### src/hw/rtl/qslerp_pkg.sv
// Shared constants and the arctangent table of the quaternion slerp datapath.
`timescale 1ns / 1ps

package qslerp_pkg;

   // Fixed widths of the angle and weight datapath.
   localparam int C_W          = 30;  // cosine term, Q0.30
   localparam int RAD_W        = 61;  // radicand 2^60 - c^2
   localparam int ROOT_W       = 31;  // square root, up to 2^30
   localparam int CX_W         = 33;  // CORDIC x and y
   localparam int Z_W          = 20;  // CORDIC angle, Q16 radians
   localparam int T_W          = 17;  // blend weight, Q1.16
   localparam int REM_W        = 62;  // divider remainder

   // Pipeline depths of the iterative units.
   localparam int CORDIC_STEPS = 17;
   localparam int ISQ_STAGES   = 31;
   localparam int DIV_STAGES   = 32;

   localparam logic [T_W-1:0]  WEIGHT_ONE = 17'd65536;
   localparam logic [31:0]     GAIN_INV   = 32'd652032874;

   // Arctangent of 2^-i in Q16 radians.
   function automatic logic [16:0] atan_q16(input logic [4:0] idx);
      logic [16:0] v;
      case (idx)
         5'd0:    v = 17'd51472;
         5'd1:    v = 17'd30386;
         5'd2:    v = 17'd16055;
         5'd3:    v = 17'd8150;
         5'd4:    v = 17'd4091;
         5'd5:    v = 17'd2047;
         5'd6:    v = 17'd1024;
         5'd7:    v = 17'd512;
         5'd8:    v = 17'd256;
         5'd9:    v = 17'd128;
         5'd10:   v = 17'd64;
         5'd11:   v = 17'd32;
         5'd12:   v = 17'd16;
         5'd13:   v = 17'd8;
         5'd14:   v = 17'd4;
         5'd15:   v = 17'd2;
         5'd16:   v = 17'd1;
         default: v = 17'd0;
      endcase
      return v;
   endfunction

endpackage

### src/hw/rtl/qslerp_cordic_vec.sv
// Pipelined CORDIC in vectoring mode: angle of the vector (cos, sin).
`timescale 1ns / 1ps

module qslerp_cordic_vec (
   input  logic                                clock,
   input  logic                                en,
   input  logic [qslerp_pkg::C_W-1:0]          cos_in,
   input  logic [qslerp_pkg::ROOT_W-1:0]       sin_in,
   output logic signed [qslerp_pkg::Z_W-1:0]   angle_out
);
   import qslerp_pkg::*;

   logic signed [CX_W-1:0] x_ff [CORDIC_STEPS];
   logic signed [CX_W-1:0] y_ff [CORDIC_STEPS];
   logic signed [Z_W-1:0]  z_ff [CORDIC_STEPS];

   genvar i;
   generate
      for (i = 0; i < CORDIC_STEPS; i++) begin : g_step
         logic signed [CX_W-1:0] x_pv, y_pv, x_in, y_in;
         logic signed [Z_W-1:0]  z_pv, z_in, da;

         if (i == 0) begin : g_first
            assign x_pv = $signed(CX_W'(cos_in));
            assign y_pv = $signed(CX_W'(sin_in));
            assign z_pv = '0;
         end else begin : g_next
            assign x_pv = x_ff[i-1];
            assign y_pv = y_ff[i-1];
            assign z_pv = z_ff[i-1];
         end

         // Rotate towards the x axis and accumulate the angle turned.
         assign da   = $signed(Z_W'(atan_q16(5'(i))));
         assign x_in = (y_pv >= 0) ? x_pv + (y_pv >>> i) : x_pv - (y_pv >>> i);
         assign y_in = (y_pv >= 0) ? y_pv - (x_pv >>> i) : y_pv + (x_pv >>> i);
         assign z_in = (y_pv >= 0) ? z_pv + da : z_pv - da;

         always_ff @(posedge clock) begin
            if (en) begin
               x_ff[i] <= x_in;
               y_ff[i] <= y_in;
               z_ff[i] <= z_in;
            end
         end
      end
   endgenerate

   assign angle_out = z_ff[CORDIC_STEPS-1];

endmodule

### config.mk
export PLATFORM = sky130hd
export DESIGN_NAME = qslerp_cordic_vec
export DESIGN_NICKNAME = d
export VERILOG_FILES = /design/src/hw/rtl/qslerp_pkg.sv /design/src/hw/rtl/qslerp_cordic_vec.sv
export SDC_FILE = /design/constraint.sdc
export NUM_CORES = 2
export LEC_CHECK = 0
export BUFFER_PORTS_ARGS = -buffer_cell sky130_fd_sc_hd__buf_2
export CORE_UTILIZATION = 35
export DETAILED_ROUTE_END_ITERATION = 6
export PLACE_DENSITY_LB_ADDON = 0.25
export SLEW_MARGIN = 40
export SYNTH_ARGS = -nofsm -noshare
export SYNTH_HDL_FRONTEND = slang
export SYNTH_SLANG_ARGS = --single-unit
### constraint.sdc
create_clock -name clock -period 5.8 [get_ports clock]
set_input_delay 0.58 -clock clock [delete_from_list [all_inputs] [get_ports clock]]
set_output_delay 0.58 -clock clock [all_outputs]
set_load 0.02 [all_outputs]
==> metrics <==
CTS Buf Count=157; final setup vio count=0; Least-Margin Pin Slew=851.7 ps; Unique masters post-synth=78; most frequent cells after synthesis=edfxtp_1, ha_1, xnor2_1, a21oi_1, nor2_1; cts hold-fix bufs=0; Worst EP required=6480 ps; core footprint=303,800 um2; DR WL/cell=between 15 and 20 um; worst relative slew slack=0.4175; Main synth FF type=edfxtp_1; Max-cap violations=0; via count=roughly 85,000; CP peak stage delay=~620 ps; Slowest-stage cell, CP=or4b_2; nets=12,790; number of fillers in the final layout=30,190; clk_skew=78.78 ps; synthesized cell area=about 110,000 um2; WP data arrival=6110 ps; Startpoint Class=flip-flop; routed vias/inst=5.439; I/O Pins=83; YS warnings=0; Hold WC Path Type=in2reg; f_max=0.1841 GHz; post-DP HPWL=between 200 and 250 mm; Max clock buf depth=4; number of remaining DRC errors=0; full die area=308,700 um2; CTS clk-pin slew, worst paths=60 ps; Synth area leader=edfxtp_1; post-CTS sizing=0; overall die width=555.6 um; crit path kind=reg2reg; CP endpoint kind=flip-flop; fraction of layout cells with a size suffix above 1=0.04355; synth top area cells=edfxtp_1, ha_1, xnor2_1; Site Rows=202; initial DRC count=about 7,000; CP max FO=8; final wirelength=294.2 mm; Initial Util=0.3531; cell with the most instances after synthesis=edfxtp_1; TritonCTS clock tree=yes; final max-slew violation count=0; status=completed; initial antenna violation count=4; Async SR Flop Fraction=0; final hold viol count=0; port buffer count=81; area grow syn2layout=10.52%; total negative setup slack=0 ps; final worst path period need=5432 ps; Setup Fix Bufs, Post-CTS=0; mean post-synth cell area=between 9 and 10 um2; clock sinks=1,260; via count of the first global-routing pass=81,380; RSZ-0062 raised after global routing=false; H-tree levels=4; worst reg2reg setup slack=370 ps; first-pass GRT wire length=~460 mm; 1st-pass router iterations=6; largest net degree at the start of global routing=160; Die H=555.6 um; Synth top area share=0.3527; Final Wtd Congestion=0.9278; Final Cycle Share=0.9365; EDFF count, synth=1,260; CP Cell Sequence=or4_1, or4_1, or3_1, or3_1, o31ai_1, xor2_1, ha_1, nand2_1, nand2_1, a21o_1, a21oi_1, o21a_1, o31ai_1, a221oi_1, a21oi_1, or4b_2, nand3_1; Post-Syn Instances=between 10,000 and 15,000; CTS root buf=clkbuf_16; clk_lat worst skew=850 ps; remaining global-route overflow=0; DRT antenna net count=0; GRT Total Usage=0.1851; sequential element share of the synthesized area=0.3527; FF+latch count, synth=1,260
## final timing paths
path	startpoint	endpoint	cells after the start
max	x_ff[0][343]$_DFFE_PP_	y_ff[0][395]$_DFFE_PP_	17
min	sin_in[30]	x_ff[0][30]$_DFFE_PP_	2
max reg2reg	x_ff[0][343]$_DFFE_PP_	y_ff[0][395]$_DFFE_PP_	17
min reg2reg	z_ff[0][142]$_DFFE_PP_	z_ff[0][162]$_DFFE_PP_	0
## metrics by stage
stage | cells | hold WS (ps) | area [um2] | util | worst slack, ps
3_5_place_dp | 15370 | 404.5 | 113300 | 0.3731 | 472.4
4_1_cts | 15650 | 25.59 | 118400 | 0.3898 | 433.8
2_1_floorplan | 11290 | 400.3 | 107600 | - | 710.3
5_1_grt | 15650 | 79.86 | 118500 | 0.3902 | 12.38
3_3_place_gp | 15370 | 401.9 | 113300 | 0.3730 | 454.7
6_report | 15660 | 98.12 | 118500 | 0.3902 | 368.2
## flip-flops by register name, indices dropped and copies added (netlist names)
register / flops
x_ff: 478
z_ff: 287
y_ff: 495
## worst max-delay path, delay by kind of cell (launching register included)
family	cells	cell delay, ps
and+or+nand+nor	8	2740
DFF	1	470
adders and majority gates	1	410
xor gates and xnor gates	1	120
AOI/OAI and AO/OA	7	1550
## logic make-up (layout without fill, tap and decap cells)
family	count (synthesis)	in the layout	synth area share
AND/OR/NAND/NOR	2893	2893	0.1321
other	1	95	0.00003496
flip-flops	1260	1260	0.3527
XOR/XNOR	1669	1669	0.1363
adder cells (fa/ha/maj)	1268	1268	0.1508
AO/OA/AOI/OAI	3392	3392	0.2026
multiplexers	3	3	0.0002800
buffers and inverters	715	995	0.02507
## cell type report
class / instances / area [um2] / share of cell area
Sequential cell: 1260 / 37840 / 0.3192
Timing Repair Buffer: 188 / 1388 / 0.01171
Clock inverter: 97 / 1020 / 0.008602
Clock buffer: 178 / 4071 / 0.03435
Tap cell: 4080 / 5105 / 0.04306
Multi-Input combinational cell: 9318 / 67120 / 0.5662
Antenna cell: 2 / 5.005 / 0.00004222
Inverter: 532 / 1997 / 0.01685
## layer usage
layer  vias up  track usage  part of all wire
li1      42040            -                 -
met1     40890       0.2663              0.49
met2      1920       0.2952              0.44
met3       303      0.02122             0.048
met4         2      0.04195             0.021
met5         -            0          0.000031
## layout by cell type, fill, tap and decap left out, drive strengths merged, types with 22 or more instances in the layout
cell and instances:
a31oi 101, nor2 786, o211ai 53, inv 539, or3 114, o41ai 101
and2 47, nand2 692, nand2b 214, nor3 189, nand3 200, a21o 534
o21a 172, or4 108, o21ai 750, a31o 22, a21boi 36, or2 42
nor4 79, a2111oi 25, nor2b 186, buf 188, o31a 34, and3 90
o31ai 216, ha 1226, edfxtp 1260, clkbuf 178, fa 42, conb 93
a211oi 94, nand4 88, o21bai 138, clkinv 58, xor2 616, a21oi 908
xnor2 1053
Power is left out: the tool's default activity adds up to more than one toggle a clock period on the data nets, which glitch-free logic cannot reach.
