<file path="src/hw/rtl/qslerp_pkg.sv">
// Shared constants and the arctangent table of the quaternion slerp datapath.
`timescale 1ns / 1ps

package qslerp_pkg;

   // Fixed widths of the angle and weight datapath.
   localparam int C_W          = 30;  // cosine term, Q0.30
   localparam int RAD_W        = 61;  // radicand 2^60 - c^2
   localparam int ROOT_W       = 31;  // square root, up to 2^30
   localparam int CX_W         = 33;  // CORDIC x and y
   localparam int Z_W          = 20;  // CORDIC angle, Q16 radians
   localparam int T_W          = 17;  // blend weight, Q1.16
   localparam int REM_W        = 62;  // divider remainder

   // Pipeline depths of the iterative units.
   localparam int CORDIC_STEPS = 17;
   localparam int ISQ_STAGES   = 31;
   localparam int DIV_STAGES   = 32;

   localparam logic [T_W-1:0]  WEIGHT_ONE = 17'd65536;
   localparam logic [31:0]     GAIN_INV   = 32'd652032874;

   // Arctangent of 2^-i in Q16 radians.
   function automatic logic [16:0] atan_q16(input logic [4:0] idx);
      logic [16:0] v;
      case (idx)
         5'd0:    v = 17'd51472;
         5'd1:    v = 17'd30386;
         5'd2:    v = 17'd16055;
         5'd3:    v = 17'd8150;
         5'd4:    v = 17'd4091;
         5'd5:    v = 17'd2047;
         5'd6:    v = 17'd1024;
         5'd7:    v = 17'd512;
         5'd8:    v = 17'd256;
         5'd9:    v = 17'd128;
         5'd10:   v = 17'd64;
         5'd11:   v = 17'd32;
         5'd12:   v = 17'd16;
         5'd13:   v = 17'd8;
         5'd14:   v = 17'd4;
         5'd15:   v = 17'd2;
         5'd16:   v = 17'd1;
         default: v = 17'd0;
      endcase
      return v;
   endfunction

endpackage

</file>
<file path="src/hw/rtl/qslerp_cordic_rot.sv">
// Pipelined CORDIC in rotation mode: sine of an angle, Q2.30.
`timescale 1ns / 1ps

module qslerp_cordic_rot (
   input  logic                                clock,
   input  logic                                en,
   input  logic signed [qslerp_pkg::Z_W-1:0]   angle_in,
   output logic signed [qslerp_pkg::CX_W-1:0]  sine_out
);
   import qslerp_pkg::*;

   logic signed [CX_W-1:0] x_ff [CORDIC_STEPS];
   logic signed [CX_W-1:0] y_ff [CORDIC_STEPS];
   logic signed [Z_W-1:0]  z_ff [CORDIC_STEPS];

   genvar i;
   generate
      for (i = 0; i < CORDIC_STEPS; i++) begin : g_step
         logic signed [CX_W-1:0] x_pv, y_pv, x_in, y_in;
         logic signed [Z_W-1:0]  z_pv, z_in, da;

         if (i == 0) begin : g_first
            assign x_pv = $signed(CX_W'(GAIN_INV));
            assign y_pv = '0;
            assign z_pv = angle_in;
         end else begin : g_next
            assign x_pv = x_ff[i-1];
            assign y_pv = y_ff[i-1];
            assign z_pv = z_ff[i-1];
         end

         // Turn the unit vector until the residual angle reaches zero.
         assign da   = $signed(Z_W'(atan_q16(5'(i))));
         assign x_in = (z_pv >= 0) ? x_pv - (y_pv >>> i) : x_pv + (y_pv >>> i);
         assign y_in = (z_pv >= 0) ? y_pv + (x_pv >>> i) : y_pv - (x_pv >>> i);
         assign z_in = (z_pv >= 0) ? z_pv - da : z_pv + da;

         always_ff @(posedge clock) begin
            if (en) begin
               x_ff[i] <= x_in;
               y_ff[i] <= y_in;
               z_ff[i] <= z_in;
            end
         end
      end
   endgenerate

   assign sine_out = y_ff[CORDIC_STEPS-1];

endmodule

</file>
<file path="config.mk">
export PLATFORM = sky130hd
export DESIGN_NAME = qslerp_cordic_rot
export DESIGN_NICKNAME = d
export VERILOG_FILES = /design/src/hw/rtl/qslerp_pkg.sv /design/src/hw/rtl/qslerp_cordic_rot.sv
export SDC_FILE = /design/constraint.sdc
export NUM_CORES = 2
export LEC_CHECK = 0
export BUFFER_PORTS_ARGS = -buffer_cell sky130_fd_sc_hd__buf_2
export CAP_MARGIN = 0
export CORE_ASPECT_RATIO = 0.7
export CORE_MARGIN = 4
export CORE_UTILIZATION = 40
export DETAILED_ROUTE_END_ITERATION = 12
export SETUP_SLACK_MARGIN = 0.2
export SYNTH_ARGS = -nofsm -noshare
export SYNTH_HDL_FRONTEND = slang
export SYNTH_SLANG_ARGS = --single-unit
</file>
<file path="constraint.sdc">
create_clock -name clock -period 5.1 [get_ports clock]
set_clock_uncertainty 0.1 [all_clocks]
set_input_delay 1.02 -clock clock [delete_from_list [all_inputs] [get_ports clock]]
set_output_delay 1.02 -clock clock [all_outputs]
set_load 0.005 [all_outputs]
</file>
==> flow_summary_export.csv <==
group,metric,value,unit
clocking,cts.sinks,1284,
synth,synth_compound_area_share,19.3,%
synth,syn-num-nets,12423,
floorplanning,io_pins,55,
finish,most-common-layout-cells,"buf_4 (1456), edfxtp_1 (1284), ha_1 (1144)",
synth,synth_edf_count,1284,
synth,avgSynthCellArea,9.65,um^2
clocking,path_clk_slew,0.06,ns
finish,nFillCells,23997,
finish,multi_input_area,71700,um^2
synth,syn-cell-area,108000,um^2
timing,tightest_slew,0.988,ns
finish,final_cells,16408,
hold_path,hp-class,"primary input to flip-flop",
detailed_routing,wl_per_cell,20.8,um
place,place_congestion,0.944,
floorplanning,rows,158,
global_route,grt_pass1_wl,513,mm
synth,synth_top_family_by_area,"compound AO/OA/AOI/OAI gates",
synth,synthFlopType,"edfxtp_1",
detailed_routing,vias,93055,
worst_setup_path,path_max_fanout,3,
finish,drive_gt1_share,22.1,%
finish,seqCellArea,38600,um^2
global_route,grt_remaining_overflow,0,
floorplanning,fp.dieH,442,um
detailed_routing,ant_nets,0,
clocking,cts_tree,"yes",
detailed_routing,drt-initial-drc-count,8025,
flow_run,max_cap_viol_count,0,
timing,timing.final.ws_setup,-0.176,ns
clocking,clk-insertion-delay-late,0.87,ns
detailed_routing,wirelength,342,mm
worst_setup_path,crit_type,"flip-flop to flip-flop",
floorplanning,core,266000,um^2
synth,synth-seq-cells,1284,
clocking,hold_buffers,0,
floorplanning,dieArea,277000,um^2
finish,layout_commonest_cell,"buf_4",
global_route,grt_usage,23.2,%
worst_setup_path,cp_slowest_cell,"or4_4",
global_route,grt_max_degree,115,
run_status,violations,"setup timing",
timing,timing.final.hold_violations,0,
detailed_routing,viasPerCell,5.67,
synth,yosysWarnings,0,
worst_setup_path,crit_path_max_incr_delay,0.46,ns
timing,min_period_over_period,103,%
finish,nNetsFinal,14045,
synth,synth-seq-area-share,35.8,%
global_route,grt_pass1_vias,87473,
floorplanning,initial_core_util,40.4,%
worst_setup_path,crit_path_end_kind,"flip-flop",
timing,slew_viol_final,0,
place,place_hpwl,267,mm
clocking,ctsLongestPathBuffers,4,
timing,timing.fmax,190,MHz
synth,synth_xor_area_share,13.4,%
worst_setup_path,worstPathArrival,5.71,ns
finish,area_growth,25.5,%
synth,synthAdderAreaFrac,14.8,%
synth,syn-instance-count,11152,
timing,relSlewSlack,34.1,%
synth,synthMuxAreaShare,0.575,%
detailed_routing,drc_errors,0,
worst_setup_path,cp.required,5.54,ns
synth,ys_types,97,
finish,fin_util,50.7,%
synth,synth-simple-area-share,13.5,%
floorplanning,die_w,628,um
timing,layout_min_cycle_time,5.28,ns
worst_setup_path,crit_chain,"inv_1 -> ha_2 -> nand2_2 -> or3_4 -> or4_4 -> or4_4 -> or2_4 -> ha_4 -> o21ai_4 -> ha_4 -> and4_1 -> a41o_1 -> a221oi_2 -> o31ai_4 -> a31oi_2 -> o22ai_2 -> nor4_2 -> nor3_2 -> buf_4 -> a31o_4 -> a21oi_2 -> xnor2_1",
clocking,cts_made_buffers,153,
timing,setup_viol,2,
clocking,clock_tree.root_cell,"clkbuf_16",
detailed_routing,drt_first_pass_iters,6,
place,dp_slack,-0.421,ns
run_status,status,"finished, violations left",
global_route,antenna_found_initial,12,
clocking,cts_htree_levels,4,
place,numPortBuffers,54,
timing,grt_setup_unrepaired,"true",
worst_setup_path,crit_path_start_kind,"flip-flop",
synth,async_flop_share,0,%
place,dp.cells,15827,
-- per-stage QoR --
step / hold WS [ns] / setup TNS, ns / area (um^2)
3_3_place_gp: 0.338 / -7.31 / 122000
5_1_grt: 0.270 / -1.98 / 135000
4_1_cts: 0.249 / -0.0598 / 129000
2_1_floorplan: 0.327 / 0 / 108000
3_5_place_dp: 0.335 / -11.58 / 122000
6_report: 0.325 / -0.259 / 135000
-- sequential cells by signal, summed over array words and instances (netlist names) --
| signal | cells |
|---|---|
| z_ff | 301 |
| y_ff | 529 |
| x_ff | 454 |
-- final cells by class --
class	instances	share of cell area, %
Antenna cell	3	0.00556
Clock buffer	179	2.94
Clock inverter	87	0.745
Inverter	576	1.62
Multi-Input combinational cell	9128	53.1
Sequential cell	1284	28.6
Tap cell	3520	3.26
Timing Repair Buffer	1631	9.71
-- worst max-delay path, delay by kind of cell (launching register included) --
family	cells	cell delay [ns]
xor+xnor	1	0.08
fa+ha+maj	3	0.70
flops	1	0.41
simple gates	8	1.98
buf+inv	2	0.23
compound gates	8	1.44
-- cells in the mapped netlist (140+ instances only) --
cell type	n	area share, %
nor2b_1	151	0.88
nor3_1	242	1.1
clkbuf_1	154	0.54
ha_1	1203	14
inv_1	571	2.0
o21bai_1	154	1.1
nor2_1	827	2.9
edfxtp_1	1284	36
nand2_1	726	2.5
a21oi_1	965	4.5
o21a_1	188	1.3
o31ai_1	180	1.3
xor2_1	525	4.3
nor4_1	140	0.81
o21ai_0	621	2.9
nand2b_1	173	1.0
nand3_1	197	0.92
a21o_1	387	2.7
xnor2_1	1113	9.1
-- kinds of logic (layout without fill, tap and decap cells) --
group | Yosys count | in the layout
simple gates | 2975 | 2977
other cells | 0 | 3
xor+xnor | 1639 | 1639
mux | 59 | 59
fa+ha+maj | 1249 | 1249
flops | 1284 | 1284
compound gates | 3204 | 3204
buf+inv | 742 | 2473
-- final timing paths --
check	to	slack, ns	depth (start not counted)	startpoint
setup reg to reg	y_ff[2][29]	-0.18	22	x_ff[0][511]
hold / removal	z_ff[0][2]	0.33	1	angle_in[2]
hold reg to reg	z_ff[0][261]	0.34	0	z_ff[0][241]
setup / recovery	y_ff[2][29]	-0.18	22	x_ff[0][511]
-- routing by layer --
metal / track usage (%) / vias up / wire (um)
met4: 4.12 / 4 / 6020
li1: - / 44706 / -
met1: 36.7 / 45081 / 170000
met2: 33.1 / 2924 / 140000
met5: 0 / - / 33
met3: 3.67 / 340 / 25900
-- repair_timing --
action	4_1_cts	5_1_grt
endpoints found under the setup margin	205	283
endpoints found under the hold margin	0	0
cloned	3	9
resized for setup	442	855
buffers inserted	98	202
pin swaps	196	540
Power is left out: the tool's default activity adds up to more than one toggle a clock period on the data nets, which glitch-free logic cannot reach.
