==> config.mk <==
export PLATFORM = sky130hd
export DESIGN_NAME = qslerp_isqrt
export DESIGN_NICKNAME = d
export VERILOG_FILES = /design/src/hw/rtl/qslerp_pkg.sv /design/src/hw/rtl/qslerp_isqrt.sv
export SDC_FILE = /design/constraint.sdc
export NUM_CORES = 2
export LEC_CHECK = 0
export BUFFER_PORTS_ARGS = -buffer_cell sky130_fd_sc_hd__buf_4
export CAP_MARGIN = 20
export CORE_MARGIN = 5
export CORE_UTILIZATION = 30
export DETAILED_ROUTE_END_ITERATION = 7
export MAX_ROUTING_LAYER = met4
export SYNTH_ARGS = -nofsm -noshare
export SYNTH_HDL_FRONTEND = slang
export SYNTH_SLANG_ARGS = --single-unit
export TNS_END_PERCENT = 1
==> constraint.sdc <==
create_clock -name clock -period 3.55 [get_ports clock]
set_input_delay 0.5325 -clock clock [delete_from_list [all_inputs] [get_ports clock]]
set_output_delay 0.5325 -clock clock [all_outputs]
set_load 0.01 [all_outputs]
==> src/hw/rtl/qslerp_pkg.sv <==
// Shared constants and the arctangent table of the quaternion slerp datapath.
`timescale 1ns / 1ps

package qslerp_pkg;

   // Fixed widths of the angle and weight datapath.
   localparam int C_W          = 30;  // cosine term, Q0.30
   localparam int RAD_W        = 61;  // radicand 2^60 - c^2
   localparam int ROOT_W       = 31;  // square root, up to 2^30
   localparam int CX_W         = 33;  // CORDIC x and y
   localparam int Z_W          = 20;  // CORDIC angle, Q16 radians
   localparam int T_W          = 17;  // blend weight, Q1.16
   localparam int REM_W        = 62;  // divider remainder

   // Pipeline depths of the iterative units.
   localparam int CORDIC_STEPS = 17;
   localparam int ISQ_STAGES   = 31;
   localparam int DIV_STAGES   = 32;

   localparam logic [T_W-1:0]  WEIGHT_ONE = 17'd65536;
   localparam logic [31:0]     GAIN_INV   = 32'd652032874;

   // Arctangent of 2^-i in Q16 radians.
   function automatic logic [16:0] atan_q16(input logic [4:0] idx);
      logic [16:0] v;
      case (idx)
         5'd0:    v = 17'd51472;
         5'd1:    v = 17'd30386;
         5'd2:    v = 17'd16055;
         5'd3:    v = 17'd8150;
         5'd4:    v = 17'd4091;
         5'd5:    v = 17'd2047;
         5'd6:    v = 17'd1024;
         5'd7:    v = 17'd512;
         5'd8:    v = 17'd256;
         5'd9:    v = 17'd128;
         5'd10:   v = 17'd64;
         5'd11:   v = 17'd32;
         5'd12:   v = 17'd16;
         5'd13:   v = 17'd8;
         5'd14:   v = 17'd4;
         5'd15:   v = 17'd2;
         5'd16:   v = 17'd1;
         default: v = 17'd0;
      endcase
      return v;
   endfunction

endpackage

==> src/hw/rtl/qslerp_isqrt.sv <==
// Pipelined integer square root, one result bit per stage.
`timescale 1ns / 1ps

module qslerp_isqrt (
   input  logic                           clock,
   input  logic                           en,
   input  logic [qslerp_pkg::RAD_W-1:0]   rad_in,
   output logic [qslerp_pkg::ROOT_W-1:0]  root_out
);
   import qslerp_pkg::*;

   logic [RAD_W-1:0] n_ff   [ISQ_STAGES];
   logic [REM_W-1:0] res_ff [ISQ_STAGES];

   genvar j;
   generate
      for (j = 0; j < ISQ_STAGES; j++) begin : g_stage
         logic [RAD_W-1:0] n_pv;
         logic [REM_W-1:0] res_pv;
         logic [REM_W-1:0] trial;
         logic [REM_W-1:0] bit_v;
         logic             take;
         logic [RAD_W-1:0] n_in;
         logic [REM_W-1:0] res_in;

         if (j == 0) begin : g_first
            assign n_pv   = rad_in;
            assign res_pv = '0;
         end else begin : g_next
            assign n_pv   = n_ff[j-1];
            assign res_pv = res_ff[j-1];
         end

         // Try the next square bit against what is left of the radicand.
         // The partial result is shifted down each stage and equals the root after the last stage.
         assign bit_v  = REM_W'(1) << (2 * (ISQ_STAGES - 1 - j));
         assign trial  = res_pv + bit_v;
         assign take   = REM_W'(n_pv) >= trial;
         assign n_in   = take ? RAD_W'(REM_W'(n_pv) - trial) : n_pv;
         assign res_in = take ? ((res_pv >> 1) + bit_v) : (res_pv >> 1);

         always_ff @(posedge clock) begin
            if (en) begin
               n_ff[j]   <= n_in;
               res_ff[j] <= res_in;
            end
         end
      end
   endgenerate

   assign root_out = res_ff[ISQ_STAGES-1][ROOT_W-1:0];

endmodule

==> run_results.csv <==
group,metric,value,unit
worst_setup_path,worst_r2r_src,"n_ff[1][599]",
hold_path,timing.hold.worst.class,"input pin to flop",
synth,synth_ff_type,"sky130_fd_sc_hd__edfxtp_1",
job,max-cap-violations,0,
worst_setup_path,crit_chain,"or4_4 -> or3_4 -> or4_1 -> or3_1 -> nor4_4 -> and2_2 -> inv_2 -> buf_12 -> nor2_1 -> a21oi_1",
clock_tree,clock_tree.htree_level_count,4,
floorplanning,std_cell_rows,223,
cells_and_area,final_layout_size_suffix_gt1_share,11.6,%
timing,finalCritPeriodShare,99.4,%
clock_tree,worst_skew_pair.late_latency,0.95,ns
hold_path,hold-path-cell-count,2,
synth,synth_cells,8832,
clock_tree,tritoncts.num_buffers,238,
floorplanning,dieWidth,619,um
timing,tightestPinTransition,1.07,ns
timing,grt_setup_unrepaired,"true",
power_and_ir_drop,leakage,0.0487,uW
worst_setup_path,cp.required,4.09,ns
global_routing,use_met2,24.9,%
worst_setup_path,r2r_end,"n_ff[1][619]",
synth,synthesis.area_per_instance,12.6,sq um
worst_setup_path,ff2ff_setup_slack,0.02,ns
global_routing,overflow,0,
power_and_ir_drop,irDropWorstVdd,544,uV
synth,synth_sequential_area_ratio,62.8,%
global_routing,grt_first_pass_wirelength,408000,um
timing,timing.final.crit_period,3.53,ns
placement,dp.final_hpwl,204000,um
drt,detail-route-antenna-nets,0,
synth,synth_edf_count,2326,
floorplanning,ioPinCount,94,
global_routing,number_of_global_route_vias_before_repair,69370,
worst_setup_path,timing.setup.critical_path_class,"flop to flop",
synth,netlist_top_cells_area,"sky130_fd_sc_hd__edfxtp_1 (63%), sky130_fd_sc_hd__ha_1 (5.9%), sky130_fd_sc_hd__xnor2_1 (3.4%), sky130_fd_sc_hd__xor2_1 (2.8%), sky130_fd_sc_hd__a21oi_1 (2.7%)",
drt,wl_per_cell,18.2,um
floorplanning,start_util,30.1,%
timing,hold_violations,0,
global_routing,met3_usage,1.70,%
worst_setup_path,setup.worst_path.end_class,"flop",
hold_path,whs_endpoint,"n_ff[0][425]",
placement,place.detailed.instances,14170,
placement,post-place-ws,-1.44,ns
drt,drt_iter0_drc,5308,
cells_and_area,area_delta_synth_final,17.5,%
timing,final_report_setup_violation_count,0,
drt,vias,70380,
cells_and_area,nNetsFinal,10118,
clock_tree,max-clock-path-buffers,4,
cells_and_area,post-route-util,35.4,%
drt,dr.pass1.iters,7,
worst_setup_path,timing.critical_path.arrival,4.07,ns
timing,fmax,283,MHz
clock_tree,cts.sinks,2326,
outcome,run_status,"complete, no violations",
clock_tree,clkSlewWorstSetupHoldPaths,0.06,ns
synth,postSynth.asyncResetShare,0,%
hold_path,hold_start,"en",
drt,via_to_cell_ratio,4.80,
floorplanning,core_area,369000,sq um
floorplanning,chipHeight,619,um
timing,fin_worst_skew,0.138,ns
synth,ys_types,93,
global_routing,initial_antenna_violation_count,3,
synth,register_bit_total_from_synthesis,2326,
power_and_ir_drop,p_total,82400,uW
placement,area_after_detailed_placement,121000,sq um
worst_setup_path,path_max_fanout,33,
synth,yosysTopAreaCellShare,62.8,%
synth,synth_top_area_cell,"sky130_fd_sc_hd__edfxtp_1",
drt,drc,0,
global_routing,gr-usage-all-layers,13.9,%
synth,net_count_after_synthesis,9419,
worst_setup_path,slowest_delay,0.56,ns
clock_tree,cts_root_buf,"sky130_fd_sc_hd__clkbuf_16",
worst_setup_path,worst_path_max_delay_cell,"sky130_fd_sc_hd__or4_4",
synth,yosysWarningCount,0,
global_routing,use_met1,16.4,%
timing,setup_ws,0.0226,ns
global_routing,grt_start_max_net_pins,135,
power_and_ir_drop,pwr_density_cell,630,nW/um^2
cells_and_area,finalNonFillerCells,14667,
synth,synthesis.area,111000,sq um
placement,buffer_ports.inserted,93,
cells_and_area,design_area,131000,sq um
drt,route.final.wire_length,268000,um
global_routing,globalRoute.busiestLayer,"met2",
timing,slew_headroom,28.9,%
clock_tree,cts_tree,"built",
worst_setup_path,r2r.worst_path.cells,10,
placement,gp_routability_congestion,0.913,
worst_setup_path,cp-start-kind,"flop",
timing,drv_slew,0,
floorplanning,design.die.area,383000,sq um
## Yosys cell counts (all sizes together) (37+ instances only)
cell and instances:
a211oi 51, a21o 176, a21oi 600, a31oi 39, and2 37, and3 49, clkbuf 132, edfxtp 2326
ha 523, inv 659, mux2 66, nand2 539, nand2b 122, nand3 155, nand4 132, nor2 583
nor2b 73, nor3 241, nor4 289, nor4b 43, o211ai 38, o21a 91, o21ai 409, o31ai 39
or2 46, or3 89, or4 66, xnor2 429, xor2 359
## how the worst max path moves through the flow
stage | start | endpoint | slack, ns | cells after the start
6_report | n_ff[1][599] | n_ff[1][619] | 0.02 | 10
5_1_grt | n_ff[1][560] | n_ff[1][660] | -0.10 | 11
4_1_cts | n_ff[1][523] | n_ff[1][599] | -0.27 | 11
3_5_place_dp | n_ff[1][522] | n_ff[1][599] | -1.44 | 11
3_3_place_gp | n_ff[1][522] | n_ff[1][599] | -1.40 | 11
2_1_floorplan | n_ff[1][87] | n_ff[1][180] | 0.22 | 10
## placed cells by master, fill, tap and decap left out, types with 42 or more instances in the layout
cell                            Yosys  layout
sky130_fd_sc_hd__a21oi_1          600     595
sky130_fd_sc_hd__and3_1            49      49
sky130_fd_sc_hd__o21ai_0          405     401
sky130_fd_sc_hd__nand2_1          539     539
sky130_fd_sc_hd__clkbuf_16          0     244
sky130_fd_sc_hd__nor2b_1           73      73
sky130_fd_sc_hd__nand3_1          155     152
sky130_fd_sc_hd__nor4_1           287     270
sky130_fd_sc_hd__a211oi_1          51      50
sky130_fd_sc_hd__nor2_1           583     581
sky130_fd_sc_hd__xnor2_1          429     426
sky130_fd_sc_hd__mux2_2            65      65
sky130_fd_sc_hd__ha_1             523     511
sky130_fd_sc_hd__nor3_1           241     238
sky130_fd_sc_hd__edfxtp_1        2326    2326
sky130_fd_sc_hd__clkinv_1           0      51
sky130_fd_sc_hd__or3_1             88      88
sky130_fd_sc_hd__a21o_1           176     176
sky130_fd_sc_hd__nand2b_1         122     122
sky130_fd_sc_hd__inv_1            656     655
sky130_fd_sc_hd__buf_4              0     526
sky130_fd_sc_hd__or2_2             45      44
sky130_fd_sc_hd__dlygate4sd3_1      0      61
sky130_fd_sc_hd__xor2_1           359     358
sky130_fd_sc_hd__or4_1             64      61
sky130_fd_sc_hd__o21a_1            91      91
sky130_fd_sc_hd__nor4b_1           42      42
sky130_fd_sc_hd__nand4_1          132     132
## flip-flops by register name, indices dropped and copies added (netlist names)
signal	cells
n_ff	1830
res_ff	496
## routing by layer
layer	part of all wire (%)	up-vias
met1	41	34086
li1	-	34488
met5	0	-
met2	52	1375
met3	3.9	431
met4	2.9	0
## area by class of cell
type                            instances  area, sq um
Multi-Input combinational cell       5680        38800
Inverter                              659         2480
Clock inverter                        148         1810
Clock buffer                          276         6180
Fill cell                           35782       238000
Antenna cell                            2         5.00
Sequential cell                      2326        69800
Tap cell                             4950         6190
Timing Repair Buffer                  626         5330
## stage by stage
stage / hold WS (ns) / setup TNS (ns)
2_1_floorplan: 0.417 / 0
4_1_cts: 0.162 / -1.01
5_1_grt: 0.180 / -1.35
3_5_place_dp: 0.426 / -76.43
3_3_place_gp: 0.425 / -101.20
6_report: 0.220 / 0
## critical path: cells and delay by family (launching register included)
kind	cells	cell delay (ns)
AND/OR/NAND/NOR	7	2.55
AO/OA/AOI/OAI	1	0.05
buffers and inverters	2	0.24
flip-flops	1	0.39
## report_power, final
part           internal, uW  leakage, uW  switching (uW)
sequential            35000       0.0224            2910
clock                 15400      0.00386           10400
combinational          8180       0.0224           10400
total                 58600       0.0487           23800
## cells by family (layout without fill, tap and decap cells)
family / count (synthesis) / in the layout / synth area share, %
adders and majority gates: 524 / 524 / 5.90
muxes: 79 / 79 / 0.785
other: 1 / 3 / 0.00337
buffers and inverters: 826 / 1709 / 2.80
DFF: 2326 / 2326 / 62.8
AOI/OAI and AO/OA: 1695 / 1695 / 9.39
and+or+nand+nor: 2593 / 2593 / 12.1
xor gates and xnor gates: 788 / 788 / 6.21
## timing repair
item,in CTS,in global routing
endpoints found under the setup margin,122,229
buffers inserted,6,2
gates resized for setup,27,71
pin swaps,14,13
gates cloned,0,2
endpoints found under the hold margin,61,0
hold buffers,61,0
Note: power is estimated with default switching activity, not from simulation.
